File: config.mk
export PLATFORM = sky130hd
export DESIGN_NAME = calorimeter_channel_unpacker
export DESIGN_NICKNAME = d
export VERILOG_FILES = /design/src/rtl/ccu_pkg.sv /design/src/rtl/ccu_front.sv /design/src/rtl/ccu_fifo.sv /design/src/rtl/ccu_back.sv /design/src/rtl/calorimeter_channel_unpacker.sv
export SDC_FILE = /design/constraint.sdc
export NUM_CORES = 1
export LEC_CHECK = 0
export BUFFER_PORTS_ARGS = -buffer_cell sky130_fd_sc_hd__buf_4
export CAP_MARGIN = 30
export CORE_ASPECT_RATIO = 0.5
export CORE_MARGIN = 1
export CORE_UTILIZATION = 30
export CTS_CLUSTER_SIZE = 30
export DETAILED_ROUTE_END_ITERATION = 8
export GPL_ROUTABILITY_DRIVEN = 0
export PLACE_DENSITY = 0.48
export SLEW_MARGIN = 30
export SYNTH_ARGS = -nofsm -noshare
export SYNTH_HDL_FRONTEND = slang
export SYNTH_HIERARCHICAL = 1
export SYNTH_SLANG_ARGS = --single-unit
export TNS_END_PERCENT = 1
File: constraint.sdc
create_clock -name clk -period 29.6 [get_ports clk]
set_input_delay 1.48 -clock clk [delete_from_list [all_inputs] [get_ports clk]]
set_output_delay 1.48 -clock clk [all_outputs]
set_load 0.1 [all_outputs]
File: src/rtl/ccu_pkg.sv
// ----------------------------------------------------------------------------
// ccu_pkg
// Shared types, constants and the channel-to-tower map for the channel
// unpacker.
// ----------------------------------------------------------------------------
package ccu_pkg;

  localparam int unsigned FIFO_DEPTH = 4;
  localparam int unsigned FIFO_AW    = $clog2(FIFO_DEPTH);
  localparam int unsigned FIFO_CW    = $clog2(FIFO_DEPTH + 1);

  localparam logic [7:0]  CHAN_COUNT    = 8'd144;
  localparam logic [7:0]  MAX_PACKET    = 8'd172;
  localparam logic [7:0]  LAST_LOW_PKT  = 8'd108;
  localparam logic [7:0]  LAST_ARM0_PKT = 8'd72;
  localparam logic [7:0]  FIRST_HI_PKT  = 8'd109;
  localparam logic [11:0] INVERT_MASK   = 12'hfff;

  localparam logic [1:0]  DET_LOW  = 2'd1;
  localparam logic [1:0]  DET_HIGH = 2'd2;

  // Tower index within the module for each front-end channel.
  localparam logic [7:0] TOWER_MAP [144] = '{
    8'd121, 8'd120, 8'd133, 8'd132, 8'd97,  8'd96,  8'd109, 8'd108,
    8'd73,  8'd72,  8'd85,  8'd84,
    8'd49,  8'd48,  8'd61,  8'd60,  8'd25,  8'd24,  8'd37,  8'd36,
    8'd1,   8'd0,   8'd13,  8'd12,
    8'd123, 8'd122, 8'd135, 8'd134, 8'd99,  8'd98,  8'd111, 8'd110,
    8'd75,  8'd74,  8'd87,  8'd86,
    8'd51,  8'd50,  8'd63,  8'd62,  8'd27,  8'd26,  8'd39,  8'd38,
    8'd3,   8'd2,   8'd15,  8'd14,
    8'd125, 8'd124, 8'd137, 8'd136, 8'd101, 8'd100, 8'd113, 8'd112,
    8'd77,  8'd76,  8'd89,  8'd88,
    8'd53,  8'd52,  8'd65,  8'd64,  8'd29,  8'd28,  8'd41,  8'd40,
    8'd5,   8'd4,   8'd17,  8'd16,
    8'd127, 8'd126, 8'd139, 8'd138, 8'd103, 8'd102, 8'd115, 8'd114,
    8'd79,  8'd78,  8'd91,  8'd90,
    8'd55,  8'd54,  8'd67,  8'd66,  8'd31,  8'd30,  8'd43,  8'd42,
    8'd7,   8'd6,   8'd19,  8'd18,
    8'd129, 8'd128, 8'd141, 8'd140, 8'd105, 8'd104, 8'd117, 8'd116,
    8'd81,  8'd80,  8'd93,  8'd92,
    8'd57,  8'd56,  8'd69,  8'd68,  8'd33,  8'd32,  8'd45,  8'd44,
    8'd9,   8'd8,   8'd21,  8'd20,
    8'd131, 8'd130, 8'd143, 8'd142, 8'd107, 8'd106, 8'd119, 8'd118,
    8'd83,  8'd82,  8'd95,  8'd94,
    8'd59,  8'd58,  8'd71,  8'd70,  8'd35,  8'd34,  8'd47,  8'd46,
    8'd11,  8'd10,  8'd23,  8'd22
  };

  // One classified hit, queued between front and back.
  typedef struct packed {
    logic [14:0] entry_id;
    logic [30:0] event_tag;
    logic        arm;
    logic [1:0]  sector;
    logic [5:0]  row_base;
    logic [6:0]  col_base;
    logic [7:0]  tower;
    logic [1:0]  det_class;
    logic [11:0] tdc_value;
    logic [11:0] adc_low_post;
    logic [11:0] adc_high_post;
    logic [11:0] adc_low_pre;
    logic [11:0] adc_high_pre;
    logic        module_mismatch;
  } ccu_item_t;

endpackage

File: src/rtl/ccu_front.sv
// ----------------------------------------------------------------------------
// ccu_front
// Accepts channels, drops empty and out-of-range ones, numbers the hits and
// splits the packet number into tower position bases.
// ----------------------------------------------------------------------------
module ccu_front import ccu_pkg::*; (
  input  logic        clk,
  input  logic        rst_n,
  input  logic        in_valid,
  output logic        in_stall,
  input  logic        in_event_start,
  input  logic [7:0]  in_packet_number,
  input  logic [7:0]  in_channel,
  input  logic [7:0]  in_module_number,
  input  logic [30:0] in_event_number,
  input  logic [11:0] in_raw_tdc,
  input  logic [11:0] in_raw_low_post,
  input  logic [11:0] in_raw_high_post,
  input  logic [11:0] in_raw_low_pre,
  input  logic [11:0] in_raw_high_pre,
  input  logic        fifo_full,
  output logic        push,
  output ccu_item_t   push_item
);

  logic [14:0] cnt_r, cnt_nxt, cnt_base, entry;
  logic        accept, pkt_ok, chan_ok, has_data, is_hit, low_pkt;
  logic [7:0]  tower;
  logic [6:0]  q_lo;
  logic [5:0]  q_hi;
  logic [12:0] q57;
  logic [2:0]  s18;
  logic [6:0]  r18_full;
  logic [4:0]  r18;
  logic [8:0]  r11;
  logic [1:0]  s6;
  logic [4:0]  r6_full;
  logic [2:0]  r6;
  logic [1:0]  sector_lo;

  assign in_stall = fifo_full;
  assign accept   = in_valid && !in_stall;

  assign pkt_ok   = (in_packet_number != 8'd0) && (in_packet_number <= MAX_PACKET);
  assign chan_ok  = in_channel < CHAN_COUNT;
  assign has_data = |{in_raw_tdc, in_raw_low_post, in_raw_high_post,
                      in_raw_low_pre, in_raw_high_pre};
  assign is_hit   = pkt_ok && chan_ok && has_data;
  assign low_pkt  = in_packet_number <= LAST_LOW_PKT;

  assign cnt_base = in_event_start ? 15'd0 : cnt_r;
  assign entry    = cnt_base + 15'd1;

  always_comb begin
    cnt_nxt = cnt_r;
    if (accept) begin
      cnt_nxt = is_hit ? entry : cnt_base;
    end
  end

  always_ff @(posedge clk) begin
    if (!rst_n) begin
      cnt_r <= 15'd0;
    end else begin
      cnt_r <= cnt_nxt;
    end
  end

  assign tower = chan_ok ? TOWER_MAP[in_channel] : 8'd0;

  // Packets up to 108: groups of 18 modules per sector, 6 per row band.
  assign q_lo     = 7'(in_packet_number - 8'd1);
  assign q57      = 13'(q_lo) * 13'd57;
  assign s18      = q57[12:10];
  assign r18_full = q_lo - (7'(s18) * 7'd18);
  assign r18      = r18_full[4:0];
  assign r11      = 9'(r18) * 9'd11;
  assign s6       = r11[7:6];
  assign r6_full  = r18 - (5'(s6) * 5'd6);
  assign r6       = r6_full[2:0];
  assign sector_lo = (in_packet_number > LAST_ARM0_PKT) ? 2'(s18 - 3'd2) : s18[1:0];

  // Packets from 109: groups of 32 per sector, 8 per row band.
  assign q_hi = 6'(in_packet_number - FIRST_HI_PKT);

  always_comb begin
    push_item.entry_id        = entry;
    push_item.event_tag       = in_event_number;
    push_item.tower           = tower;
    push_item.tdc_value       = in_raw_tdc ^ INVERT_MASK;
    push_item.adc_low_post    = in_raw_low_post ^ INVERT_MASK;
    push_item.adc_high_post   = in_raw_high_post ^ INVERT_MASK;
    push_item.adc_low_pre     = in_raw_low_pre ^ INVERT_MASK;
    push_item.adc_high_pre    = in_raw_high_pre ^ INVERT_MASK;
    push_item.module_mismatch = in_module_number != in_packet_number;
    if (low_pkt) begin
      push_item.arm       = in_packet_number > LAST_ARM0_PKT;
      push_item.sector    = sector_lo;
      push_item.row_base  = 6'(s6) * 6'd12;
      push_item.col_base  = 7'(r6) * 7'd12;
      push_item.det_class = DET_LOW;
    end else begin
      push_item.arm       = 1'b1;
      push_item.sector    = {1'b0, q_hi[5]};
      push_item.row_base  = 6'(q_hi[4:3]) * 6'd12;
      push_item.col_base  = 7'(q_hi[2:0]) * 7'd12;
      push_item.det_class = DET_HIGH;
    end
  end

  assign push = accept && is_hit;

endmodule

File: src/rtl/ccu_fifo.sv
// ----------------------------------------------------------------------------
// ccu_fifo
// Short queue of classified hits between front and back.
// ----------------------------------------------------------------------------
module ccu_fifo import ccu_pkg::*; (
  input  logic      clk,
  input  logic      rst_n,
  input  logic      push,
  input  ccu_item_t push_item,
  output logic      full,
  input  logic      pop,
  output logic      head_valid,
  output ccu_item_t head_item
);

  ccu_item_t            slot_r [FIFO_DEPTH];
  logic [FIFO_AW-1:0]   wr_ptr_r, wr_ptr_nxt, rd_ptr_r, rd_ptr_nxt;
  logic [FIFO_CW-1:0]   count_r, count_nxt;

  assign full       = count_r == FIFO_CW'(FIFO_DEPTH);
  assign head_valid = count_r != '0;
  assign head_item  = slot_r[rd_ptr_r];

  always_comb begin
    wr_ptr_nxt = push ? wr_ptr_r + 1'b1 : wr_ptr_r;
    rd_ptr_nxt = pop ? rd_ptr_r + 1'b1 : rd_ptr_r;
    count_nxt  = count_r;
    if (push && !pop) begin
      count_nxt = count_r + 1'b1;
    end else if (pop && !push) begin
      count_nxt = count_r - 1'b1;
    end
  end

  always_ff @(posedge clk) begin
    if (!rst_n) begin
      wr_ptr_r <= '0;
      rd_ptr_r <= '0;
      count_r  <= '0;
    end else begin
      wr_ptr_r <= wr_ptr_nxt;
      rd_ptr_r <= rd_ptr_nxt;
      count_r  <= count_nxt;
    end
  end

  always_ff @(posedge clk) begin
    if (push) begin
      slot_r[wr_ptr_r] <= push_item;
    end
  end

  a_no_overfill: assert property (@(posedge clk) disable iff (!rst_n)
    count_r <= FIFO_CW'(FIFO_DEPTH))
    else $error("hit queue holds more than its depth");

  a_no_push_full: assert property (@(posedge clk) disable iff (!rst_n)
    full |-> !push)
    else $error("hit written into a full queue");

  a_no_pop_empty: assert property (@(posedge clk) disable iff (!rst_n)
    pop |-> head_valid)
    else $error("hit taken from an empty queue");

  a_ptr_gap: assert property (@(posedge clk) disable iff (!rst_n)
    (count_r == '0) |-> (wr_ptr_r == rd_ptr_r))
    else $error("empty queue with pointers apart");

endmodule

File: src/rtl/ccu_back.sv
// ----------------------------------------------------------------------------
// ccu_back
// Completes the tower position, packs the software key and holds the result
// in the output register.
// ----------------------------------------------------------------------------
module ccu_back import ccu_pkg::*; (
  input  logic        clk,
  input  logic        rst_n,
  input  logic        head_valid,
  input  ccu_item_t   head_item,
  output logic        pop,
  output logic        out_valid,
  input  logic        out_stall,
  output logic [14:0] out_entry_id,
  output logic [30:0] out_event_tag,
  output logic [17:0] out_sw_key,
  output logic [1:0]  out_det_class,
  output logic [11:0] out_tdc_value,
  output logic [11:0] out_adc_low_post,
  output logic [11:0] out_adc_high_post,
  output logic [11:0] out_adc_low_pre,
  output logic [11:0] out_adc_high_pre,
  output logic        out_module_mismatch
);

  logic        valid_r, valid_nxt;
  logic [15:0] t171;
  logic [3:0]  t_div, t_mod;
  logic [7:0]  t_mod_full;
  logic [5:0]  row;
  logic [6:0]  col;
  logic [17:0] key;
  ccu_item_t   item_r;
  logic [17:0] key_r;

  assign pop = head_valid && (!valid_r || !out_stall);

  // tower / 12 and tower % 12
  assign t171       = 16'(head_item.tower) * 16'd171;
  assign t_div      = t171[14:11];
  assign t_mod_full = head_item.tower - (8'(t_div) * 8'd12);
  assign t_mod      = t_mod_full[3:0];
  assign row        = head_item.row_base + 6'(t_div);
  assign col        = head_item.col_base + 7'(t_mod);

  assign key = (head_item.arm ? 18'd100000 : 18'd0)
             + (18'(head_item.sector) * 18'd10000)
             + (18'(row) * 18'd100)
             + 18'(col);

  always_comb begin
    valid_nxt = valid_r;
    if (pop) begin
      valid_nxt = 1'b1;
    end else if (!out_stall) begin
      valid_nxt = 1'b0;
    end
  end

  always_ff @(posedge clk) begin
    if (!rst_n) begin
      valid_r <= 1'b0;
    end else begin
      valid_r <= valid_nxt;
    end
  end

  always_ff @(posedge clk) begin
    if (pop) begin
      item_r <= head_item;
      key_r  <= key;
    end
  end

  assign out_valid           = valid_r;
  assign out_entry_id        = item_r.entry_id;
  assign out_event_tag       = item_r.event_tag;
  assign out_sw_key          = key_r;
  assign out_det_class       = item_r.det_class;
  assign out_tdc_value       = item_r.tdc_value;
  assign out_adc_low_post    = item_r.adc_low_post;
  assign out_adc_high_post   = item_r.adc_high_post;
  assign out_adc_low_pre     = item_r.adc_low_pre;
  assign out_adc_high_pre    = item_r.adc_high_pre;
  assign out_module_mismatch = item_r.module_mismatch;

endmodule

File: src/rtl/calorimeter_channel_unpacker.sv
// ----------------------------------------------------------------------------
// calorimeter_channel_unpacker
// Unpacks one front-end calorimeter channel per transaction into a tower hit.
//
// Input channel (in_*): one transaction per front-end channel, valid/stall.
//   Channels whose five raw words are all zero, or whose packet or channel
//   number is out of range, are consumed and give no result; in_event_start
//   restarts the entry numbering either way.
// Output channel (out_*): one transaction per hit, valid/stall, taken from
//   an output register.
// Throughput: one channel per cycle, sustained, as long as the receiver
//   takes results as fast.
// Path: a hit reaches out_* through the hit queue and then the output
//   register, held back by any hits queued ahead and by any stall.
// The front stage classifies, numbers and pre-maps each channel into a four
//   entry hit queue; the back stage finishes the tower mapping, packs the
//   software key and loads the output register.
// Receiver stall: the output register holds, the queue fills and in_stall
//   rises once four hits are waiting.
// Reset (rst_n low, synchronous): empties the queue, drops any held result
//   and clears the entry counter.
// ----------------------------------------------------------------------------
module calorimeter_channel_unpacker import ccu_pkg::*; (
  input  logic        clk,
  input  logic        rst_n,
  input  logic        in_valid,
  output logic        in_stall,
  input  logic        in_event_start,
  input  logic [7:0]  in_packet_number,
  input  logic [7:0]  in_channel,
  input  logic [7:0]  in_module_number,
  input  logic [30:0] in_event_number,
  input  logic [11:0] in_raw_tdc,
  input  logic [11:0] in_raw_low_post,
  input  logic [11:0] in_raw_high_post,
  input  logic [11:0] in_raw_low_pre,
  input  logic [11:0] in_raw_high_pre,
  output logic        out_valid,
  input  logic        out_stall,
  output logic [14:0] out_entry_id,
  output logic [30:0] out_event_tag,
  output logic [17:0] out_sw_key,
  output logic [1:0]  out_det_class,
  output logic [11:0] out_tdc_value,
  output logic [11:0] out_adc_low_post,
  output logic [11:0] out_adc_high_post,
  output logic [11:0] out_adc_low_pre,
  output logic [11:0] out_adc_high_pre,
  output logic        out_module_mismatch
);

  // Front to queue: hits only, already numbered.
  logic      fifo_full, push, pop, head_valid;
  ccu_item_t push_item, head_item;

  ccu_front u_front (
    .clk              (clk),
    .rst_n            (rst_n),
    .in_valid         (in_valid),
    .in_stall         (in_stall),
    .in_event_start   (in_event_start),
    .in_packet_number (in_packet_number),
    .in_channel       (in_channel),
    .in_module_number (in_module_number),
    .in_event_number  (in_event_number),
    .in_raw_tdc       (in_raw_tdc),
    .in_raw_low_post  (in_raw_low_post),
    .in_raw_high_post (in_raw_high_post),
    .in_raw_low_pre   (in_raw_low_pre),
    .in_raw_high_pre  (in_raw_high_pre),
    .fifo_full        (fifo_full),
    .push             (push),
    .push_item        (push_item)
  );

  // Decouple the two sides so that a stalled receiver does not stop intake until the queue is full.
  ccu_fifo u_fifo (
    .clk        (clk),
    .rst_n      (rst_n),
    .push       (push),
    .push_item  (push_item),
    .full       (fifo_full),
    .pop        (pop),
    .head_valid (head_valid),
    .head_item  (head_item)
  );

  // Back: finish mapping and drive the output register.
  ccu_back u_back (
    .clk                 (clk),
    .rst_n               (rst_n),
    .head_valid          (head_valid),
    .head_item           (head_item),
    .pop                 (pop),
    .out_valid           (out_valid),
    .out_stall           (out_stall),
    .out_entry_id        (out_entry_id),
    .out_event_tag       (out_event_tag),
    .out_sw_key          (out_sw_key),
    .out_det_class       (out_det_class),
    .out_tdc_value       (out_tdc_value),
    .out_adc_low_post    (out_adc_low_post),
    .out_adc_high_post   (out_adc_high_post),
    .out_adc_low_pre     (out_adc_low_pre),
    .out_adc_high_pre    (out_adc_high_pre),
    .out_module_mismatch (out_module_mismatch)
  );

endmodule
==> results of run 1 <==
critical path: cells and delay by family (launching register included):
family	cells	cell delay, ns
muxes	1	0.52
and+or+nand+nor	5	0.70
DFF	1	0.75
adders and majority gates	12	4.51
buffers and inverters	4	0.88
xor gates and xnor gates	4	0.88
AOI/OAI and AO/OA	8	1.59
area by class of cell:
type,count,area (um^2)
clock inverter,29,306.5
fill,9392,64570
timing repair buffer,266,2066
clock buffer,88,1798
tap,1344,1682
sequential,684,20300
multi-input combinational,837,8955
inverter,150,563.0
metrics by stage:
| stage | hold slack, ns | util | cell area (um^2) | cells |
|---|---|---|---|---|
| final | 0.4985 | 0.3558 | 35670 | 3398 |
| after global routing | 0.5315 | 0.3558 | 35670 | 3398 |
| after CTS | 0.5010 | 0.3553 | 35620 | 3396 |
| after detailed placement | 0.4904 | 0.3343 | 33510 | 3279 |
| after global placement | 0.4858 | 0.3340 | 33480 | 3278 |
| after floorplan | 0.4590 | - | 30390 | 1767 |
flip-flops by register name (all words and copies together) (netlist names), 3 cells and up, named ones only:
register / cells
u_back/out_adc_high_post: 12
u_back/out_adc_low_pre: 12
u_fifo/slot_r: 532
u_back/out_tdc_value: 12
u_back/out_entry_id: 15
u_back/out_adc_high_pre: 12
u_back/out_sw_key: 18
u_back/out_event_tag: 31
u_back/out_adc_low_post: 12
u_fifo/count_r: 3
u_front/cnt_r: 15
cell usage after synthesis (17+ instances only):
master,number,area (um^2)
edfxtp_1,659,19790
ha_1,168,2102
inv_1,150,563.0
mux4_2,133,2995
xnor2_1,58,508.0
nand2_1,55,206.5
a21oi_1,48,240.2
nor2_1,45,168.9
buf_4,38,285.3
o21ai_0,36,180.2
xor2_1,36,315.3
clkbuf_1,25,93.84
dfxtp_1,25,500.5
fa_1,25,500.5
and2_1,20,125.1
buf_2,19,95.09
nor2b_1,17,106.4
nor4_1,17,106.4
kinds of logic after synthesis:
group                    count (synthesis)
XOR/XNOR                                97
AND/OR/NAND/NOR                        232
buffers and inverters                  246
AO/OA/AOI/OAI                          172
adder cells (fa/ha/maj)                193
flip-flops                             684
other                                    1
multiplexers                           139
per-layer routing:
metal	global-route usage	share of wire
met1	0.1599	0.42
met2	0.2313	0.52
met3	0.02718	0.033
met4	0.03127	0.019
met5	0	0
final timing paths:
path / start / endpoint / slack [ns] / cells past startpoint
max: flop / u_back/out_sw_key[15]$_DFFE_PP_ / 19.50 / 34
min: u_fifo/count_r[2]$_SDFFE_PN0P_ / u_fifo/count_r[2]$_SDFFE_PN0P_ / 0.50 / 2
max reg2reg: flop / u_back/out_sw_key[15]$_DFFE_PP_ / 19.50 / 34
min reg2reg: u_fifo/count_r[2]$_SDFFE_PN0P_ / u_fifo/count_r[2]$_SDFFE_PN0P_ / 0.50 / 2
placed cells by master, fill, tap and decap left out, drive strengths merged, types with 20 or more instances in the layout:
cell type,instances
nor2,45
mux4,133
a21oi,49
and2,20
xor2,37
buf,266
edfxtp,659
inv,155
ha,168
clkbuf,88
nand2,56
fa,25
o21ai,43
xnor2,60
dfxtp,25
==> impl_metrics.toml, run 1 <==
[outcome]
status = "completed"

[synth]
synth-seq-cells = 684
ys_warn_count = 6
netlist-cell-type-count = 79
synth-edff-count = 659
synth_xor_area_frac = 0.02870
syn_inst = 1764
synthSimpleGateAreaFrac = 0.04094
synth_top_family_by_area = "multiplexers"
avgSynthCellArea_um2 = 17.22
synth_compound_area_frac = 0.03752
syn_area_mm2 = 0.03038
postSynth.asyncResetShare = 0
synthFlopType = "edfxtp_1"
synthMuxAreaShare = 0.1007
yosysSeqAreaShare = 0.6678
synth_fa_ha_area_frac = 0.08566

[route]
drc = 0
wl_per_cell_um = 19.57
firstDrtPassIters = 5
num_vias = 15370
ant_nets = 0
routed_wl_um = 66480
avgViaCountPerCell = 4.524
drtIter0Drc = 777

[clock_network]
cts_tree = "done"
cts_max_level = 3
cts_hold_buf = 0
numClockSinks = 684
clockRootBuffer = "clkbuf_16"
cts_setup_buffers = 0
clock_latency_ns = 0.62
cts_buffer_depth = 3
post_cts_resized = 0
numCtsBuffers = 69
path_clk_slew_ns = 0.06

[layout]
syn_to_final_growth_pct = 17.40
num_antenna_cells = 0
drive_above_1_share = 0.2546
final_nets = 2321

[grt]
grt_max_degree = 130
overflow = 0
grt_pass1_wl_um = 99860
antenna_found_initial = 0
first_global_vias = 16200
grt_util_all_layers = 0.1294

[worst_setup_path]
crit_path_top_delay_cell = "dfxtp_4"
critPathMostFrequentCell = "ha_1"
end_kind = "flop"
path_max_fanout = 44
cp-start-kind = "flop"
crit_type = "flop to flop"
crit_required_ns = 29.97
cp.arrival_ns = 10.47
slowest_delay_ns = 0.75

[floorplanning]
core_region_area_mm2 = 0.1002
die_h_um = 227.0
die_w_um = 452.1
ios = 249
core.rowCount = 82
dieArea_mm2 = 0.1026
start_util = 0.3031

[timing]
maxSlewViolCount = 0
worst_pin_slew_ns = 0.9670
setup_violations = 0
clock.fmax_mhz = 98.97
setup_slack_ns = 19.50
rsz0062_at_grt = "false"
setup_tns_ns = 0
skew_ns = 0.03263
period_needed_ns = 10.10
hold_violations = 0
slew_headroom = 0.3554
finalCritPeriodShare = 0.3413

[placed_design]
dp_hpwl_um = 42560
pre_cts_slack_ns = 19.37
port_buffers = 248

[job]
max-cap-violations = 0

[min_path]
hp-class = "flop to flop"
Power of run 1 is left out: the tool's default activity adds up to more than one toggle a clock period on the data nets, which glitch-free logic cannot reach.
==> inputs of run 2 (changes only) <==
Clock period 29.6 ns to 9.7 ns, I/O delays scaled along.
==> run 2 against run 1 <==
Compared with the run above: global-route usage rose by 0.066 points; via count increased by 1.4%; count of clock-buffer cells in the layout is 5 lower; critical endpoint unchanged.
==> impl_metrics.toml, run 2 (synthesis results as in run 1) <==
[outcome]
status = "completed"

[floorplanning]
core.rowCount = 82
dieArea_mm2 = 0.1026
die_h_um = 227.0
die_w_um = 452.1
ios = 249
start_util = 0.3031
core_region_area_mm2 = 0.1002

[clock_network]
clock_latency_ns = 0.65
path_clk_slew_ns = 0.06
numClockSinks = 684
clockRootBuffer = "clkbuf_16"
cts_tree = "done"
cts_buffer_depth = 3
cts_max_level = 3
numCtsBuffers = 71

[worst_setup_path]
path_max_fanout = 9
critPathMostFrequentCell = "ha_1"
r2r_slack_ns = 0.57
cp-start-kind = "flop"
end_kind = "flop"
crit_type = "flop to flop"
cp.arrival_ns = 9.52
critPathBufInv = 3
critPathTopFamily = "adder cells"
crit_required_ns = 10.09
slowest_delay_ns = 0.54
crit_path_top_delay_cell = "mux4_2"

[layout]
layout_common_cells = "edfxtp_1, buf_4, ha_1"
top_register = "u_fifo/slot_r"
drive_above_1_share = 0.2587
syn_to_final_growth_pct = 19.11
fill_cells = 9437
final_nets = 2358
largest_reg_flops = 532
num_antenna_cells = 0
final_common_cell = "edfxtp_1"

[route]
routed_wl_um = 66280
firstDrtPassIters = 5
ant_nets = 0
wl_per_cell_um = 19.25
avgViaCountPerCell = 4.525
drc = 0
drtIter0Drc = 932
num_vias = 15580

[timing]
rsz0062_at_grt = "false"
hold_violations = 0
worst_pin_slew_ns = 0.9667
slew_headroom = 0.3555
finalCritPeriodShare = 0.9414
clock.fmax_mhz = 109.5
setup_violations = 0
hold-worst-slack_ns = 0.05518
maxSlewViolCount = 0
setup_tns_ns = 0
period_needed_ns = 9.131
skew_ns = 0.03563

[grt]
grt_util_all_layers = 0.1301
grt_pass1_wl_um = 100600
overflow = 0
grt_max_degree = 129
antenna_found_initial = 2
first_global_vias = 16590

[placed_design]
port_buffers = 248
dp_hpwl_um = 40990

[job]
max-cap-violations = 0

[min_path]
hp-class = "input port to flop"
run 2: cell type report:
class | count | area, um^2 | area share
clock inverter | 44 | 437.9 | 0.01210
sequential | 684 | 20300 | 0.5609
clock buffer | 83 | 1832 | 0.05062
timing repair buffer | 301 | 2409 | 0.06656
multi-input combinational | 837 | 8969 | 0.2478
inverter | 150 | 563.0 | 0.01556
tap | 1344 | 1682 | 0.04647
run 2: layer usage:
layer	wire, um	track usage
met5	0	0
met4	1020	0.02745
met1	28620	0.1627
met2	34630	0.2322
met3	2015	0.02705
run 2: what timing repair did:
item                                   4_1_cts  5_1_grt
buffers inserted                             0        1
setup endpoints to repair                    0        6
endpoints found under the hold margin      106        0
resized for setup                            0        5
hold buffers                                30        0
run 2: worst paths after layout:
path | start | to | depth (start not counted)
max | flop | u_back/out_sw_key[15]$_DFFE_PP_ | 34
min | in_event_number[29] | u_fifo/slot_r[2][116]$_DFFE_PP_ | 1
max reg2reg | flop | u_back/out_sw_key[15]$_DFFE_PP_ | 34
min reg2reg | u_front/cnt_r[8]$_SDFFE_PN0P_ | u_front/cnt_r[8]$_SDFFE_PN0P_ | 2
run 2: through the flow:
| stage | cell area (um^2) | utilization | instances | setup WS (ns) |
|---|---|---|---|---|
| 2_1_floorplan | 30390 | - | 1767 | 0.4956 |
| 3_3_place_gp | 33560 | 0.3348 | 3284 | 0.3369 |
| 3_5_place_dp | 33560 | 0.3348 | 3284 | 0.2861 |
| 4_1_cts | 36130 | 0.3605 | 3441 | 0.2894 |
| 5_1_grt | 36190 | 0.3610 | 3443 | 0.02630 |
| 6_report | 36190 | 0.3610 | 3443 | 0.5686 |
Power of run 2 is left out for the same reason.
==> inputs of run 3 (changes only) <==
Settings changed: CELL_PAD_IN_SITES_DETAIL_PLACEMENT set to 0, CELL_PAD_IN_SITES_GLOBAL_PLACEMENT set to 1, CORE_UTILIZATION 30 to 40, PLACE_DENSITY 0.48 to 0.67, SETUP_SLACK_MARGIN set to 0.4.
==> run 3 against run 2 <==
Compared with the run above: register-to-register slack improved by 0.24 ns; routed wire length fell by 7.6%; via count down 1.7%; cell area down 1.7%; worst setup slack better by 0.24 ns; first-iteration DRC count decreased by 14%; sequential share of layout area up 0.97 points; non-clock buffer count decreased by 6; global-route usage rose by 2.9 points; critical path type unchanged; die area is 25% lower; count of clock-buffer cells in the layout decreased by 7.
==> impl_metrics.toml, run 3 (synthesis results as in run 1) <==
[outcome]
status = "completed"

[floorplanning]
die_h_um = 196.9
core.rowCount = 71
die_w_um = 391.8
core_region_area_mm2 = 0.07515
ios = 249
dieArea_mm2 = 0.07713
start_util = 0.4043

[layout]
final_cells = 3102
syn_to_final_growth_pct = 17.09
layout_common_cells = "edfxtp_1, buf_4, ha_1"
multi_input_area_mm2 = 0.009089
largest_reg_flops = 532
fill_cells = 6451
num_antenna_cells = 0
final_common_cell = "edfxtp_1"
final_util = 0.4733
ff_latch_area_mm2 = 0.02030
drive_above_1_share = 0.2673
top_register = "u_fifo/slot_r"
final_nets = 2342

[route]
routed_wl_um = 61220
num_vias = 15310
drtIter0Drc = 798
avgViaCountPerCell = 4.936
ant_nets = 0
wl_per_cell_um = 19.74
drc = 0
firstDrtPassIters = 5

[grt]
grt_pass1_wl_um = 93090
first_global_vias = 15920
grt_util_all_layers = 0.1587
antenna_found_initial = 0
overflow = 0
grt_max_degree = 134

[clock_network]
cts_tree = "done"
path_clk_slew_ns = 0.07
cts_max_level = 2
clock_latency_ns = 0.65
numCtsBuffers = 61
clockRootBuffer = "clkbuf_16"
numClockSinks = 684
cts_buffer_depth = 3

[job]
max-cap-violations = 0

[worst_setup_path]
end_kind = "flop"
crit_type = "flop to flop"
path_max_fanout = 6
crit_required_ns = 10.06
r2r_slack_ns = 0.81
crit_path_top_delay_cell = "mux4_2"
cp-start-kind = "flop"
slowest_delay_ns = 0.53
cp.arrival_ns = 9.26

[timing]
clock.fmax_mhz = 112.5
hold_violations = 0
period_needed_ns = 8.892
skew_ns = 0.03502
hold-worst-slack_ns = 0.04803
setup_tns_ns = 0
rsz0062_at_grt = "false"
worst_pin_slew_ns = 0.9841
finalCritPeriodShare = 0.9167
maxSlewViolCount = 0
setup_violations = 0
slew_headroom = 0.3439

[placed_design]
port_buffers = 248
place_inst = 2961
dp_hpwl_um = 38700

[min_path]
hp-class = "input port to flop"
[run 3: cell types whose count changed in the layout (fill, tap and decap cells not counted), sizes merged]
| cell | previous run | this run |
|---|---|---|
| buf | 271 | 282 |
| bufinv | 4 | 7 |
| clkbuf | 83 | 76 |
| clkinv | 31 | 27 |
| clkinvlp | 4 | 1 |
| dlygate4sd3 | 30 | 13 |
| inv | 155 | 153 |
[run 3: final cells by class]
cell class / instances / area share
clock buffers: 76 / 0.04509
clock inverters: 38 / 0.01196
inverters: 150 / 0.01583
multi-input cells: 837 / 0.2555
flip-flops and latches: 684 / 0.5706
well taps: 1022 / 0.03595
repair buffers: 295 / 0.06510
[run 3: worst paths after layout]
check,endpoint,startpoint,depth (start not counted)
setup / recovery,u_back/out_sw_key[15]$_DFFE_PP_,flop,34
setup reg to reg,u_back/out_sw_key[15]$_DFFE_PP_,flop,34
hold reg to reg,u_front/cnt_r[5]$_SDFFE_PN0P_,u_front/cnt_r[5]$_SDFFE_PN0P_,2
hold / removal,u_fifo/slot_r[1][111]$_DFFE_PP_,in_event_number[24],1
[run 3: critical path: cells and delay by family (launching register included)]
kind	cells	cell delay, ns
simple gates	5	0.63
xor+xnor	5	0.74
compound gates	6	1.07
flops	1	0.39
buf+inv	4	0.32
mux	1	0.53
fa+ha+maj	13	4.92
[run 3: per-stage QoR]
stage                     cell area (um^2)  worst slack [ns]
after floorplan                      30390            0.4956
after global placement               33120            0.3091
after detailed placement             33150            0.2043
after CTS                            35350            0.4170
after global routing                 35570            0.4019
final                                35570            0.8082
[run 3: metal layers]
layer  part of all wire  routed length (um)  track usage
met5                  0                   0            0
met3              0.030                1840      0.02270
met1               0.43               26350       0.2049
met2               0.52               31930       0.2821
met4              0.018                1104      0.03848
[run 3: repair_timing]
item                                   4_1_cts  5_1_grt
pin swaps                                    2        7
setup buffers                                4        9
resized for setup                            2       22
hold buffers                                13        0
endpoints found under the hold margin       50        0
setup endpoints to repair                    6        7
Power of run 3 is left out for the same reason.
